<file path="config.mk">
export PLATFORM = sky130hd
export DESIGN_NAME = rme_cordic
export DESIGN_NICKNAME = d
export VERILOG_FILES = /design/src/rtl/rme_pkg.sv /design/src/rtl/rme_cordic.sv
export SDC_FILE = /design/constraint.sdc
export NUM_CORES = 2
export LEC_CHECK = 0
export BUFFER_PORTS_ARGS = -buffer_cell sky130_fd_sc_hd__buf_2
export CAP_MARGIN = 10
export CORE_MARGIN = 5
export CORE_UTILIZATION = 50
export DETAILED_ROUTE_END_ITERATION = 16
export PLACE_DENSITY = 0.65
export SYNTH_ARGS = -nofsm -noshare
export SYNTH_HDL_FRONTEND = slang
export SYNTH_SLANG_ARGS = --single-unit
</file>
<file path="constraint.sdc">
create_clock -name clock -period 6.3 [get_ports clock]
set_input_delay 1.26 -clock clock [delete_from_list [all_inputs] [get_ports clock]]
set_output_delay 1.26 -clock clock [all_outputs]
set_load 0.05 [all_outputs]
</file>
<file path="src/rtl/rme_pkg.sv">
// ----------------------------------------------------------------------------
// rotation matrix to euler angles - shared package
// cordic angle table, fixed-point constants and pipeline beat types
// ----------------------------------------------------------------------------
package rme_pkg;

   localparam int ElemWidth   = 16;
   localparam int AngleWidth  = 16;
   localparam int ThreshWidth = 15;
   localparam int AtanLen     = 24;
   // cordic datapath: 17-bit magnitude scaled by 2^8 plus growth and sign
   localparam int VecWidth    = 28;
   localparam int AccWidth    = 34;
   localparam int SqrtWidth   = 29;

   localparam logic signed [AngleWidth-1:0] HalfPiQ13 = 16'sd12868;
   localparam logic signed [AccWidth-1:0]   PiQ30     = 34'sd3373259426;
   localparam logic signed [17:0]           OneQ14    = 18'sd16384;
   localparam logic [ThreshWidth-1:0]       ThreshReset = 15'd16382;

   // one cordic lane in flight
   typedef struct packed {
      logic signed [VecWidth-1:0] x;
      logic signed [VecWidth-1:0] y;
      logic signed [AccWidth-1:0] z;
      logic                       zero;
   } cordic_lane_type;

   // side data that travels alongside the lanes
   typedef struct packed {
      logic                         locked;
      logic                         sat;
      logic signed [AngleWidth-1:0] sat_pitch;
   } side_type;

   function automatic logic signed [AccWidth-1:0] atan_q30(input int i);
      logic signed [AccWidth-1:0] t;
      begin
         case (i)
            0: t = 34'sd843314856;
            1: t = 34'sd497837829;
            2: t = 34'sd263043836;
            3: t = 34'sd133525158;
            4: t = 34'sd67021686;
            5: t = 34'sd33543515;
            6: t = 34'sd16775850;
            7: t = 34'sd8388437;
            8: t = 34'sd4194282;
            9: t = 34'sd2097149;
            10: t = 34'sd1048575;
            11: t = 34'sd524287;
            12: t = 34'sd262143;
            13: t = 34'sd131071;
            14: t = 34'sd65535;
            15: t = 34'sd32767;
            16: t = 34'sd16383;
            17: t = 34'sd8191;
            18: t = 34'sd4095;
            19: t = 34'sd2047;
            20: t = 34'sd1023;
            21: t = 34'sd511;
            22: t = 34'sd255;
            23: t = 34'sd127;
            default: t = '0;
         endcase
         return t;
      end
   endfunction

endpackage

</file>
<file path="src/rtl/rme_cordic.sv">
// ----------------------------------------------------------------------------
// rme_cordic - unrolled vectoring cordic lane
// quadrant fold then one micro-rotation per registered stage, rounded angle out
// ----------------------------------------------------------------------------
module rme_cordic
   import rme_pkg::*;
#(
   parameter int Stages = 16
) (
   input  logic                          clock,
   input  logic signed [17:0]            in_y,
   input  logic signed [17:0]            in_x,
   output logic signed [AngleWidth-1:0]  out_angle
);
   cordic_lane_type lane_ff [Stages+1];
   cordic_lane_type lane_in;
   logic signed [AngleWidth-1:0] angle_ff;
   logic signed [AccWidth-1:0]   rnd;

   // pre-scale and fold into the right half plane
   always_comb begin
      lane_in.x    = VecWidth'(in_x) <<< 8;
      lane_in.y    = VecWidth'(in_y) <<< 8;
      lane_in.z    = '0;
      lane_in.zero = (in_x == 18'sd0) && (in_y == 18'sd0);
      if (in_x < 0) begin
         lane_in.z = (in_y >= 0) ? PiQ30 : -PiQ30;
         lane_in.x = -lane_in.x;
         lane_in.y = -lane_in.y;
      end
   end

   always_ff @(posedge clock) begin
      lane_ff[0] <= lane_in;
   end

   // micro-rotations
   for (genvar i = 0; i < Stages; i++) begin : g_stage
      cordic_lane_type nxt;
      always_comb begin
         nxt = lane_ff[i];
         if (lane_ff[i].y < 0) begin
            nxt.x = lane_ff[i].x - (lane_ff[i].y >>> i);
            nxt.y = lane_ff[i].y + (lane_ff[i].x >>> i);
            nxt.z = lane_ff[i].z - atan_q30(i);
         end else begin
            nxt.x = lane_ff[i].x + (lane_ff[i].y >>> i);
            nxt.y = lane_ff[i].y - (lane_ff[i].x >>> i);
            nxt.z = lane_ff[i].z + atan_q30(i);
         end
      end
      always_ff @(posedge clock) begin
         lane_ff[i+1] <= nxt;
      end
   end

   // round half up to q3.13
   assign rnd = lane_ff[Stages].z + AccWidth'(65536);
   always_ff @(posedge clock) begin
      angle_ff <= lane_ff[Stages].zero ? '0 : AngleWidth'(rnd >>> 17);
   end
   assign out_angle = angle_ff;

endmodule

</file>
==> flow_summary.toml <==
[run_status]
outcome = "finished clean"

[clock_network]
cts_root_buffer = "clkbuf_16"
htreeDepth = 4
cts_resized = 0
clkLatencyLatePin_ns = 0.80
postCtsSetupRepairBufs = 0
cts.sinks = 1292
clkTransAtPathRegs_ns = 0.06
holdBufCountCts = 0
clk_path_buf_depth = 3
cts_tree = "yes"
cts-buffers-inserted = 148

[floorplan]
fp.dieW_um = 443.6
fp.dieArea_mm2 = 0.1968
initial_utilization_pct = 50.15
die_h_um = 443.6
num_rows = 159
pin_count = 53
core_mm2 = 0.1874

[drt]
drt_iter0_drc = 5366
vias_per_cell = 5.721
vias = 78767
first_pass_iters = 5
drt-total-wl_um = 239700
wl_per_cell_um = 17.41
ant_nets = 0
drc_errors = 0

[setup_path]
crit_path_max_incr_delay_ns = 0.47
required_ns = 7.02
crit_chain = "inv_1 -> ha_1 -> nor3b_1 -> nand2_1 -> nor2_1 -> a21oi_1 -> xnor2_1 -> ha_1 -> and3_1 -> a221o_1 -> nand2b_1 -> o221ai_1 -> a311oi_1 -> a31o_2 -> o21ai_0 -> o2111ai_1 -> a21oi_1 -> xnor2_1"
cp_slowest_cell = "nor2_1"
critPathLaunchType = "register"
crit_type = "register to register"
path_buf_inv = 1
cp.depth = 18
worst-path-max-fanout = 9
worstPathArrival_ns = 5.46
end_kind = "register"
reg2regPathDepth = 18
crit_family = "compound AO/OA/AOI/OAI gates"

[finish]
nets = 12508
layout_common_cells = "1284 x ha_1, 1278 x dfxtp_1, 1090 x a21oi_1"
mostFrequentLayoutCell = "ha_1"
area_growth_pct = 8.749
layout-drive-gt1-share_pct = 4.222
insertedDiodeCount = 0

[logic_synthesis]
synth_top_flop_cell = "dfxtp_1"
yosys_register_bits = 1292
seq_area_frac_synth_pct = 27.52
ys_types = 84
syn_inst = 11066
yosys_warnings = 0
syn_area_mm2 = 0.09399
async_reset_ff_share_pct = 0
synth_edf_count = 0
avgSynthCellArea_um2 = 8.493

[grt]
grt_pass1_vias = 75750
grt_pass1_wl_um = 388300
grt_usage_pct = 23.52
grt_start_max_net_pins = 62
grt_antenna_before_repair = 4
grt_overflow_total = 0

[placement]
port_buffers = 52
hpwl_um = 192700
place.gp.congestion = 0.9316
detailedPlace.worstSlack_ns = 1.621

[sta]
fin_skew_ns = 0.02430
fin_ws_ns = 1.559
worst_slew_pin_slew_ns = 1.203
slew_viol_final = 0
setup_viol = 0
fmax_ghz = 0.2109
hold_violations = 0
rsz0062_at_grt = "false"
min_period_over_period_pct = 75.25
slew_headroom_pct = 17.71
final.setup.tns_ns = 0
fin_crit_ns = 4.741

[worst_hold_path]
min_path_cells = 0
hp-class = "register to register"

[flow_run]
drv_cap = 0
-- cell type report --
type | instances | area, um^2
flip-flops and latches | 1292 | 25880
fillers | 17329 | 85190
well taps | 2495 | 3122
multi-input cells | 9132 | 65700
repair buffers | 89 | 535.5
inverters | 487 | 1828
clock buffers | 202 | 4263
clock inverters | 72 | 879.6
-- logic make-up (layout without fill, tap and decap cells) --
kind of cell	count (synthesis)	after routing	synth area share [%]
flops	1292	1292	27.52
compound gates	3199	3199	21.64
mux	49	49	0.5564
fa+ha+maj	1321	1321	17.88
other cells	1	2	0.003990
buf+inv	643	850	2.581
xor+xnor	1542	1542	14.37
simple gates	3019	3019	15.45
-- Yosys cell counts, types with 209 or more instances --
cell	instances	share of area, %
a21o_1	515	4.1
a21oi_1	1090	5.8
nor3_1	282	1.5
xnor2_1	1017	9.5
nor2_1	1020	4.1
inv_1	486	1.9
dfxtp_1	1292	28
nand3_1	209	1.1
o21ai_0	550	2.9
ha_1	1284	17
xor2_1	525	4.9
nand2_1	588	2.3
-- layer usage --
metal,GRT usage (%),up-vias,part of all wire [%],routed length [um]
li1,-,39952,-,-
met1,31.02,36677,46,111000
met2,39.41,1716,46,109100
met3,3.200,422,4.7,11200
met4,8.341,0,3.5,8388
met5,0,-,0,0
-- stage by stage --
stage	util, %	cell area [um^2]	hold WS (ns)	std cells
2_1_floorplan	-	93990	0.3096	11067
3_3_place_gp	51.79	97060	0.3131	13494
6_report	54.54	102200	0.3190	13769
5_1_grt	54.54	102200	0.3318	13769
4_1_cts	54.54	102200	0.3189	13768
3_5_place_dp	51.79	97060	0.3121	13494
-- registers in the layout, summed over array words and instances (netlist names) --
register and cells:
out_angle 16, lane_ff 1276
-- path summary, 6_finish.rpt --
check	from	end	slack [ns]
max	lane_ff[1][411]	lane_ff[1][545]	1.56
min	lane_ff[1][182]	lane_ff[1][273]	0.32
max reg2reg	lane_ff[1][411]	lane_ff[1][545]	1.56
min reg2reg	lane_ff[1][182]	lane_ff[1][273]	0.32
Power is not shown: default switching activity piles up to over one toggle a cycle in this logic, so the estimate is an artifact.
