## config.mk

```make
export PLATFORM = sky130hd
export DESIGN_NAME = rme_sqrt
export DESIGN_NICKNAME = d
export VERILOG_FILES = /design/src/rtl/rme_pkg.sv /design/src/rtl/rme_sqrt.sv
export SDC_FILE = /design/constraint.sdc
export NUM_CORES = 1
export LEC_CHECK = 0
export BUFFER_PORTS_ARGS = -buffer_cell sky130_fd_sc_hd__buf_4
export CAP_MARGIN = 20
export CORE_ASPECT_RATIO = 0.6
export CORE_MARGIN = 4
export CORE_UTILIZATION = 25
export DETAILED_ROUTE_END_ITERATION = 6
export GPL_TIMING_DRIVEN = 0
export REMOVE_ABC_BUFFERS = 1
export SYNTH_ARGS = -nofsm -noshare
export SYNTH_HDL_FRONTEND = slang
export SYNTH_SLANG_ARGS = --single-unit
export TNS_END_PERCENT = 100
```

## constraint.sdc

```tcl
create_clock -name clock -period 5.7 [get_ports clock]
set_clock_uncertainty 0.2 [all_clocks]
set_input_delay 0.285 -clock clock [delete_from_list [all_inputs] [get_ports clock]]
set_output_delay 0.285 -clock clock [all_outputs]
set_load 0.01 [all_outputs]
```

## src/rtl/rme_pkg.sv

```systemverilog
// ----------------------------------------------------------------------------
// rotation matrix to euler angles - shared package
// cordic angle table, fixed-point constants and pipeline beat types
// ----------------------------------------------------------------------------
package rme_pkg;

   localparam int ElemWidth   = 16;
   localparam int AngleWidth  = 16;
   localparam int ThreshWidth = 15;
   localparam int AtanLen     = 24;
   // cordic datapath: 17-bit magnitude scaled by 2^8 plus growth and sign
   localparam int VecWidth    = 28;
   localparam int AccWidth    = 34;
   localparam int SqrtWidth   = 29;

   localparam logic signed [AngleWidth-1:0] HalfPiQ13 = 16'sd12868;
   localparam logic signed [AccWidth-1:0]   PiQ30     = 34'sd3373259426;
   localparam logic signed [17:0]           OneQ14    = 18'sd16384;
   localparam logic [ThreshWidth-1:0]       ThreshReset = 15'd16382;

   // one cordic lane in flight
   typedef struct packed {
      logic signed [VecWidth-1:0] x;
      logic signed [VecWidth-1:0] y;
      logic signed [AccWidth-1:0] z;
      logic                       zero;
   } cordic_lane_type;

   // side data that travels alongside the lanes
   typedef struct packed {
      logic                         locked;
      logic                         sat;
      logic signed [AngleWidth-1:0] sat_pitch;
   } side_type;

   function automatic logic signed [AccWidth-1:0] atan_q30(input int i);
      logic signed [AccWidth-1:0] t;
      begin
         case (i)
            0: t = 34'sd843314856;
            1: t = 34'sd497837829;
            2: t = 34'sd263043836;
            3: t = 34'sd133525158;
            4: t = 34'sd67021686;
            5: t = 34'sd33543515;
            6: t = 34'sd16775850;
            7: t = 34'sd8388437;
            8: t = 34'sd4194282;
            9: t = 34'sd2097149;
            10: t = 34'sd1048575;
            11: t = 34'sd524287;
            12: t = 34'sd262143;
            13: t = 34'sd131071;
            14: t = 34'sd65535;
            15: t = 34'sd32767;
            16: t = 34'sd16383;
            17: t = 34'sd8191;
            18: t = 34'sd4095;
            19: t = 34'sd2047;
            20: t = 34'sd1023;
            21: t = 34'sd511;
            22: t = 34'sd255;
            23: t = 34'sd127;
            default: t = '0;
         endcase
         return t;
      end
   endfunction

endpackage

```

## src/rtl/rme_sqrt.sv

```systemverilog
// ----------------------------------------------------------------------------
// rme_sqrt - pipelined integer square root
// one result bit per stage, restoring method, an item enters every cycle
// ----------------------------------------------------------------------------
module rme_sqrt
   import rme_pkg::*;
#(
   parameter int SideWidth = 8
) (
   input  logic                   clock,
   input  logic                   reset,
   input  logic                   in_valid,
   input  logic [SqrtWidth-1:0]   in_radicand,
   input  logic [SideWidth-1:0]   in_side,
   output logic                   out_valid,
   output logic [14:0]            out_root,
   output logic [SideWidth-1:0]   out_side
);
   localparam int Steps = 15;

   logic [Steps:0]                 valid_ff;
   logic [SqrtWidth-1:0]           rem_ff  [Steps+1];
   logic [14:0]                    root_ff [Steps+1];
   logic [SideWidth-1:0]           side_ff [Steps+1];

   // stage zero takes the operand
   always_ff @(posedge clock) begin
      if (reset) begin
         valid_ff[0] <= 1'b0;
      end else begin
         valid_ff[0] <= in_valid;
      end
      rem_ff[0]  <= in_radicand;
      root_ff[0] <= '0;
      side_ff[0] <= in_side;
   end

   // one root bit a stage, from the top
   for (genvar s = 0; s < Steps; s++) begin : g_step
      logic [SqrtWidth:0] trial;
      logic [SqrtWidth:0] rem_in;
      logic [14:0]        root_in;
      always_comb begin
         trial   = ({15'd0, root_ff[s]} << (Steps - s))
                   | ((SqrtWidth+1)'(1) << (2*(Steps-1-s)));
         if ({1'b0, rem_ff[s]} >= trial) begin
            rem_in  = {1'b0, rem_ff[s]} - trial;
            root_in = root_ff[s] | (15'd1 << (Steps-1-s));
         end else begin
            rem_in  = {1'b0, rem_ff[s]};
            root_in = root_ff[s];
         end
      end
      always_ff @(posedge clock) begin
         if (reset) begin
            valid_ff[s+1] <= 1'b0;
         end else begin
            valid_ff[s+1] <= valid_ff[s];
         end
         rem_ff[s+1]  <= rem_in[SqrtWidth-1:0];
         root_ff[s+1] <= root_in;
         side_ff[s+1] <= side_ff[s];
      end
   end

   assign out_valid = valid_ff[Steps];
   assign out_root  = root_ff[Steps];
   assign out_side  = side_ff[Steps];

endmodule

```

==> run metrics, run 1 <==
share of layout cells above drive strength 1 about 9.7%; largest fanout on the critical path 20; grt peak-use layer met1; P&R area growth vs syn 21.0%; FMAX between 200 and 300 MHz; Yosys top cell by area dfxtp_1; DIE AREA approximately 96000 um^2; Vias/cell around 4; number of max-cap violations 0; largest cells by area after synthesis dfxtp_1, ha_1, xor2_1; Setup crit end kind flip-flop; Die W just under 400 um; Place WS 2.09 ns; Rel. slew slack 26.4%; GR Util All Layers 9.13%; Mapped Avg Cell Area between 10 and 15 um^2; Least-Margin Pin Slew 1.09 ns; EDFF count, synth 0; total gr overflow 0; setup ws final a little over 2 ns; critical path, cell by cell inv_1, ha_1, a21oi_1, o21ai_0, o41ai_1, a21oi_1, nor2_2, buf_8, inv_1, and3_1, xor2_1; Mapped Area between 20000 and 25000 um^2; placed cell area 24700 um^2; Total Power between 15 and 20 mW; slowest CP cell o41ai_1; Routability Congestion a little under 0.8; post-synthesis sequential area ratio about three fifths; worst vdd ir about 0.00022 V; fin crit period roughly 3.7 ns; placed cells 3294; met2 usage in global routing between 10% and 20%; worst path arrival time slightly below 4 ns; row cnt 85; leading cell type in the layout, fill and taps excluded dfxtp_1; maximum clock insertion buffer count 3; Startpoint Class flip-flop; Worst Path Required roughly 6 ns; main flop type after synthesis dfxtp_1; met3 Usage GRT about 2.7%; Root Buffer Master clkbuf_16; post-synthesis async set-or-reset flop share 0%; Hold Fails Final Rpt 0; CTS Sinks around 700; # port buffers 63; outcome completed; Post-CTS Resized 0; Pre-Repair DR Iteration Count 5; Clk pin slew, worst setup/hold paths 0.06 ns; Pleak ~12 nW; core area approximately 90000 um^2; Power Density approximately 550 nW/um^2; vias in the first global route 13700; crit-path max cell delay between 0.9 and 1 ns; H-tree depth 3; Final Cycle Share between 60% and 70%; Starting Density ~25%; RSZ-0062 raised after global routing no; mean routed wirelength per cell approximately 13 um; Crit Path Category flip-flop to flip-flop; via count roughly 14000; CTS buffer count 68; final wirelength between 40 and 50 mm; Ys Warns 0; Max Transition Viols Final 0; CTS tree done; Worst-Skew Late Latency 0.64 ns; Hold Worst Slack around 0.11 ns; Setup TNS Final 0 ns; n_diodes 0; I/O pins between 60 and 70; Post-route DRC 0; Cells after Synth ~2000; largest net degree at the start of global routing 28; final cell count without fillers 3459; worst hold path class input pin to flip-flop; Final nets 2358; most frequent cells in the layout dfxtp_1, inv_1, ha_1; Yosys cell types 73; Iteration-0 DRC Markers around 780; post-route design area around 28000 um^2; Die Y ~240 um; initial antenna violation count 1; fin util a little under a third; first-pass GRT wire length roughly 72 mm; Synth Register Bits 699; Yosys top cell area share about 60%; final setup vio count 0; dpl hpwl about 31 mm; met1 Use GR around 14%; post-route ant nets 0
==> registers in the layout (all words and copies together), names as in the netlist <==
name,cells
out_valid,1
rem_ff,435
valid_ff,15
root_ff,120
side_ff,128
==> critical path, delay by kind of cell (launching register included) <==
family	cells	cell delay, ns
xor gates and xnor gates	1	0.14
buffers and inverters	3	0.47
adders and majority gates	1	0.34
AOI/OAI and AO/OA	4	1.37
DFF	1	0.35
and+or+nand+nor	2	0.69
==> area by class of cell <==
type	count	area (um^2)
repair buffers	107	916
clock inverters	33	495
fillers	9173	62500
inverters	157	589
flip-flops and latches	699	14000
multi-input cells	1154	8070
clock buffers	91	1980
well taps	1218	1520
==> where the power goes <==
group          internal [mW]  switching (mW)  leakage (nW)
logic                   1.73            1.98          4.87
clock network           2.93            1.92          1.20
registers               5.88           0.619          5.87
==> final timing paths <==
path,start,end,slack [ns],cells past startpoint
worst max-delay path,root_ff[5][20],rem_ff[1][138],2.03,11
worst min-delay path,in_radicand[14],rem_ff[0][14],0.11,2
worst max register to register,root_ff[5][20],rem_ff[1][138],2.03,11
worst min register to register,rem_ff[0][15],rem_ff[0][44],0.12,0
==> metal layers <==
layer | part of all wire [%] | wire length (um)
met1 | 56 | 24300
met2 | 37 | 15900
met3 | 5.6 | 2450
met4 | 2.1 | 922
met5 | 0 | 0
==> Yosys cell counts (all sizes together) (3+ instances only) <==
| cell | number |
|---|---|
| ha | 131 |
| a21boi | 6 |
| nand4 | 18 |
| buf | 16 |
| clkbuf | 14 |
| o211ai | 12 |
| or4 | 13 |
| and4 | 4 |
| a31oi | 8 |
| xnor2 | 78 |
| a211oi | 10 |
| o21a | 31 |
| nor2b | 34 |
| nor3 | 52 |
| mux2 | 20 |
| o211a | 3 |
| nand4b | 10 |
| o41ai | 3 |
| o21ai | 101 |
| o31ai | 7 |
| a21o | 20 |
| nand3b | 7 |
| a21oi | 98 |
| a211o | 4 |
| mux2i | 5 |
| xor2 | 80 |
| nand3 | 26 |
| inv | 157 |
| nor4b | 8 |
| o31a | 7 |
| and3 | 8 |
| nor2 | 108 |
| nor3b | 5 |
| or3 | 19 |
| dfxtp | 699 |
| o21bai | 6 |
| and2 | 5 |
| nand2 | 89 |
| nand2b | 31 |
| nor4 | 59 |
==> what timing repair did <==
item / in CTS / in global routing
buffers inserted: 0 / 0
hold endpoints to repair: 53 / 0
hold buffers: 40 / 0
==> cell families (layout without fill, tap and decap cells) <==
family                     count (synthesis)  count (layout)  synth area share (%)
adders and majority gates                131             131                  7.19
AOI/OAI and AO/OA                        334             334                  9.02
buffers and inverters                    187             388                  3.22
other                                      1               1                0.0165
and+or+nand+nor                          505             505                  11.9
DFF                                      699             699                  61.4
xor gates and xnor gates                 158             158                  6.07
muxes                                     25              25                  1.22
No activity file was read; power rests on OpenSTA's default activity.
==> run 2: changes to the inputs <==
clock period = 3.85 ns   (was 5.7 ns; I/O delays follow)
==> run 2 against run 1 <==
Net effect: utilization up 0.42 points; worst hold slack improved by 0.011 ns; clock power up 48%; first-iteration DRC count fell by 2.4%; sequential power increased by 48%; power rose by 48%; cell count increased by 1.1%; critical path depth decreased by 2; design area is 1.4% higher; setup slack worse by 1.8 ns.
==> run metrics, run 2 (synthesized netlist as in run 1, its figures left out) <==
FF+latch area 14000 um^2 (unchanged); Die W 398 um (unchanged); first-pass GRT wire length 72.3 mm (was 71.6 mm); Root Buffer Master clkbuf_16 (unchanged); Die Y 242 um (unchanged); Starting Density 25.3% (unchanged); post-route ant nets 0 (unchanged); area of the multi-input gates 8080 um^2 (was 8070 um^2); met1 Use GR 14.3% (about the same); largest fanout on the critical path 23 (was 20); maximum clock insertion buffer count 3 (unchanged); GR Util All Layers 9.23% (was 9.13%); H-tree depth 3 (unchanged); Hold Fails Final Rpt 0 (unchanged); Place WS 0.238 ns (was 2.09 ns); leading cell type in the layout, fill and taps excluded dfxtp_1 (unchanged); worst hold path class flip-flop to flip-flop (was input pin to flip-flop); Max Transition Viols Final 0 (unchanged); CTS Sinks 699 (unchanged); row cnt 85 (unchanged); core area 90100 um^2 (unchanged); Pleak 12.1 nW (was 11.9 nW); Total Power 22.3 mW (was 15.1 mW); Setup crit end kind flip-flop (unchanged); # port buffers 63 (unchanged); Iteration-0 DRC Markers 762 (was 781); CTS buffer count 68 (unchanged); # fillers 9148 (was 9173); Vias/cell 4.10 (about the same); largest net degree at the start of global routing 28 (unchanged); Startpoint Class flip-flop (unchanged); worst vdd ir 0.000329 V (was 0.000222 V); worst path arrival time 3.92 ns (was 3.98 ns); CTS tree done (unchanged); P&R area growth vs syn 22.7% (was 21.0%); Power Density 799 nW/um^2 (was 546 nW/um^2); final wirelength 44.1 mm (was 43.6 mm); Worst-Skew Late Latency 0.64 ns (about the same); number of max-cap violations 0 (unchanged); Least-Margin Pin Slew 1.02 ns (was 1.09 ns); Final nets 2395 (was 2358); via count 14300 (was 14200); Regs by FF count rem_ff: 435 flops, side_ff: 128 flops, root_ff: 120 flops (unchanged); vias in the first global route 13800 (was 13700); setup ws final 0.252 ns (was 2.03 ns); RSZ-0062 raised after global routing no (unchanged); share of layout cells above drive strength 1 9.66% (was 9.73%); Final Cycle Share 93.5% (was 64.4%); Reg with most FFs rem_ff (unchanged); total gr overflow 0 (unchanged); Post-CTS Setup Repair Bufs 0 (unchanged); placed cell area 24700 um^2 (unchanged); dpl hpwl 31.3 mm (unchanged); outcome completed (unchanged); Rel. slew slack 30.9% (was 26.4%); Worst Path Required 4.17 ns (was 6.01 ns); Routability Congestion 0.783 (unchanged); DIE AREA 96200 um^2 (unchanged); most frequent cells in the layout dfxtp_1, inv_1, ha_1 (unchanged); grt peak-use layer met1 (unchanged); fin crit period 3.60 ns (was 3.67 ns); max reg flops 435 (unchanged); mean routed wirelength per cell 12.6 um (about the same); final setup vio count 0 (unchanged); met2 usage in global routing 12.1% (was 11.7%); Clk pin slew, worst setup/hold paths 0.06 ns (about the same); I/O pins 64 (unchanged); Post-route DRC 0 (unchanged); Pre-Repair DR Iteration Count 5 (unchanged); initial antenna violation count 1 (unchanged); Crit Path Category flip-flop to flip-flop (unchanged); post-route design area 28000 um^2 (was 27600 um^2); met3 Usage GRT 2.74% (unchanged); FMAX 278 MHz (was 272 MHz)
-- run 2: worst paths after layout --
| path | from | to | slack (ns) | cells past startpoint |
|---|---|---|---|---|
| worst max register to register | root_ff[6][18] | rem_ff[1][182] | 0.25 | 9 |
| worst min-delay path | rem_ff[0][15] | rem_ff[0][44] | 0.12 | 0 |
| worst max-delay path | root_ff[6][18] | rem_ff[1][182] | 0.25 | 9 |
| worst min register to register | rem_ff[0][15] | rem_ff[0][44] | 0.12 | 0 |
-- run 2: critical path: stages (launching register included) --
cell,delay [ns]
dfxtp_1,0.33
inv_1,0.05
ha_1,0.37
or4b_2,0.62
nor3_1,0.49
nand3_1,0.25
or3b_1,0.22
nand3b_1,0.35
buf_8,0.24
mux2_2,0.36
-- run 2: report_power, final --
| group | switching (mW) | internal, mW |
|---|---|---|
| Combinational | 2.95 | 2.58 |
| Sequential | 0.917 | 8.70 |
| Clock | 2.85 | 4.34 |
-- run 2: final cells by class --
class / count / share of cell area, %
multi-input cells: 1154 / 28.9
diodes: 1 / 0.00895
flip-flops and latches: 699 / 50.1
inverters: 157 / 2.11
well taps: 1218 / 5.45
clock inverters: 33 / 1.77
repair buffers: 144 / 4.60
clock buffers: 91 / 7.09
-- run 2: metrics by stage --
stage / util, % / hold WS (ns) / setup TNS (ns) / instances
2_1_floorplan: - / 0.0202 / 0 / 2010
3_3_place_gp: 27.4 / 0.0971 / -7.68 / 3291
3_5_place_dp: 27.4 / 0.0981 / 0 / 3294
4_1_cts: 31.0 / 0.120 / 0 / 3495
5_1_grt: 31.0 / 0.125 / 0 / 3496
6_report: 31.0 / 0.117 / 0 / 3497
-- run 2: timing repair --
action,in CTS,in global routing
hold buffers,77,0
hold endpoints to repair,53,0
setup endpoints to repair,0,5
gates resized for setup,0,2
-- run 2: routing by layer --
layer  vias to the layer above  part of all wire (%)
li1                       7356                     -
met2                       265                    37
met3                        69                   5.9
met1                      6650                    55
met5                         -                     0
met4                         0                   2.1
==> run 3: changes to the inputs <==
SETUP_SLACK_MARGIN = 0.5   (was default)
==> run 3 against run 2 <==
Net effect: largest cell class unchanged; setup slack better by 0.38 ns; die area unchanged; count of clock-buffer cells in the layout unchanged; power grew 0.20%; sequential share of layout area is 0.13 points lower; cell count is essentially flat; combinational power barely moved; wire length grew 1.4%.
==> run metrics, run 3 (synthesized netlist as in run 1, its figures left out) <==
critical path, cell by cell inv_1, ha_1, and4_1, nand4_1, o31a_1, o41a_2, or4_1, nor3_1, xor2_1 (was inv_1, ha_1, or4b_2, nor3_1, nand3_1, or3b_1, nand3b_1, buf_8, mux2_2); Final Cycle Share 83.7% (was 93.5%); Reg with most FFs rem_ff (unchanged); first-pass GRT wire length 72.4 mm (was 72.3 mm); max reg flops 435 (unchanged); Setup TNS Final 0 ns (unchanged); DIE AREA 96200 um^2 (unchanged); largest fanout on the critical path 19 (was 23); share of layout cells above drive strength 1 9.95% (was 9.66%); mean routed wirelength per cell 12.8 um (was 12.6 um); Crit Path Category flip-flop to flip-flop (unchanged); worst path arrival time 3.57 ns (was 3.92 ns); GR Util All Layers 9.24% (was 9.23%); CP delay by family, top simple AND/OR/NAND/NOR gates (unchanged); crit-path max cell delay 0.61 ns (was 0.62 ns); Pleak 12.1 nW (about the same); Startpoint Class flip-flop (unchanged); post-route ant nets 0 (unchanged); Worst Path Required 4.20 ns (was 4.17 ns); via count 14400 (was 14300); Worst-Skew Late Latency 0.63 ns (was 0.64 ns); Die Y 242 um (unchanged); leading cell type in the layout, fill and taps excluded dfxtp_1 (unchanged); Starting Density 25.3% (unchanged); Power Density 799 nW/um^2 (about the same); Vias/cell 4.11 (was 4.10); Rel. slew slack 28.2% (was 30.9%); area of the multi-input gates 8140 um^2 (was 8080 um^2); slowest CP cell or4_1 (was or4b_2); FF+latch area 14000 um^2 (unchanged); dpl hpwl 31.3 mm (unchanged); RSZ-0062 raised after global routing no (unchanged); CTS Sinks 699 (unchanged); I/O pins 64 (unchanged); maximum clock insertion buffer count 3 (unchanged); FMAX 310 MHz (was 278 MHz); Routability Congestion 0.783 (unchanged); number of max-cap violations 0 (unchanged); Root Buffer Master clkbuf_16 (unchanged); Pre-Repair DR Iteration Count 6 (was 5); Clk pin slew, worst setup/hold paths 0.07 ns (was 0.06 ns); outcome completed (unchanged); H-tree depth 3 (unchanged); Hold Fails Final Rpt 0 (unchanged); fin crit period 3.22 ns (was 3.60 ns); Post-route DRC 0 (unchanged); # fillers 9145 (was 9148); Least-Margin Pin Slew 1.06 ns (was 1.02 ns); Iteration-0 DRC Markers 840 (was 762); final setup vio count 0 (unchanged); flop2flop setup slack 0.63 ns (was 0.25 ns); worst hold path class flip-flop to flip-flop (unchanged); Final nets 2399 (was 2395); initial antenna violation count 1 (unchanged); Setup crit end kind flip-flop (unchanged); Max Transition Viols Final 0 (unchanged); most frequent cells in the layout dfxtp_1, inv_1, ha_1 (unchanged); Critical path buffers and inverters 1 (was 2); n_diodes 0 (was 1); total gr overflow 0 (unchanged); # port buffers 63 (unchanged); CTS tree done (unchanged); Hold Worst Slack 0.119 ns (was 0.117 ns); P&R area growth vs syn 23.0% (was 22.7%); final wirelength 44.7 mm (was 44.1 mm); Regs by FF count rem_ff: 435 flops, side_ff: 128 flops, root_ff: 120 flops (unchanged); CTS buffer count 68 (unchanged); worst vdd ir 0.000331 V (was 0.000329 V); core area 90100 um^2 (unchanged); Die W 398 um (unchanged); vias in the first global route 13800 (about the same); row cnt 85 (unchanged); largest net degree at the start of global routing 28 (unchanged)
-- run 3: cell types whose count changed in the layout (fill, tap and decap cells not counted), sizes merged --
cell,previous run,this run
a2111o,1,2
buf,67,70
diode,1,0
-- run 3: worst paths after layout --
| kind | cells past startpoint | endpoint | startpoint |
|---|---|---|---|
| setup / recovery | 9 | rem_ff[1][26] | root_ff[3][24] |
| hold / removal | 0 | rem_ff[0][44] | rem_ff[0][15] |
| setup reg to reg | 9 | rem_ff[1][26] | root_ff[3][24] |
| hold reg to reg | 0 | rem_ff[0][44] | rem_ff[0][15] |
-- run 3: cell type report --
cell class                      instances  share of cell area (%)
Timing Repair Buffer                  147                    4.67
Tap cell                             1218                    5.44
Clock buffer                           91                    7.07
Sequential cell                       699                    49.9
Clock inverter                         33                    1.77
Multi-Input combinational cell       1155                    29.0
Inverter                              157                    2.10
-- run 3: what timing repair did --
action,in CTS,in global routing
gates cloned,0,1
pin swaps,0,1
buffers inserted,1,2
hold buffers,77,0
gates resized for setup,3,7
endpoints found under the setup margin,20,24
hold endpoints to repair,53,0
-- run 3: routing by layer --
| layer | routed length [um] | part of all wire [%] | GRT usage (%) | vias up |
|---|---|---|---|---|
| met4 | 936 | 2.1 | 2.62 | 0 |
| met2 | 16600 | 37 | 12.1 | 287 |
| met1 | 24600 | 55 | 14.3 | 6662 |
| met5 | 0 | 0 | 0 | - |
| li1 | - | - | - | 7368 |
| met3 | 2610 | 5.8 | 2.74 | 69 |
-- run 3: per-stage QoR --
step	util (%)	instance area, um^2	instances	worst slack, ns	total power, mW
floorplan	-	22600	2010	0.457	13.7
detailed placement	27.4	24700	3294	0.238	15.1
finish	31.1	28000	3500	0.627	22.4
CTS	31.0	28000	3496	0.545	22.6
global placement	27.4	24600	3291	-0.865	15.1
global route	31.1	28000	3500	0.521	23.8
-- run 3: power breakdown --
group	total, mW	switching, mW	internal [mW]
Combinational	5.56	2.97	2.59
Clock	7.20	2.85	4.34
Sequential	9.63	0.931	8.70
Total	22.4	6.75	15.6
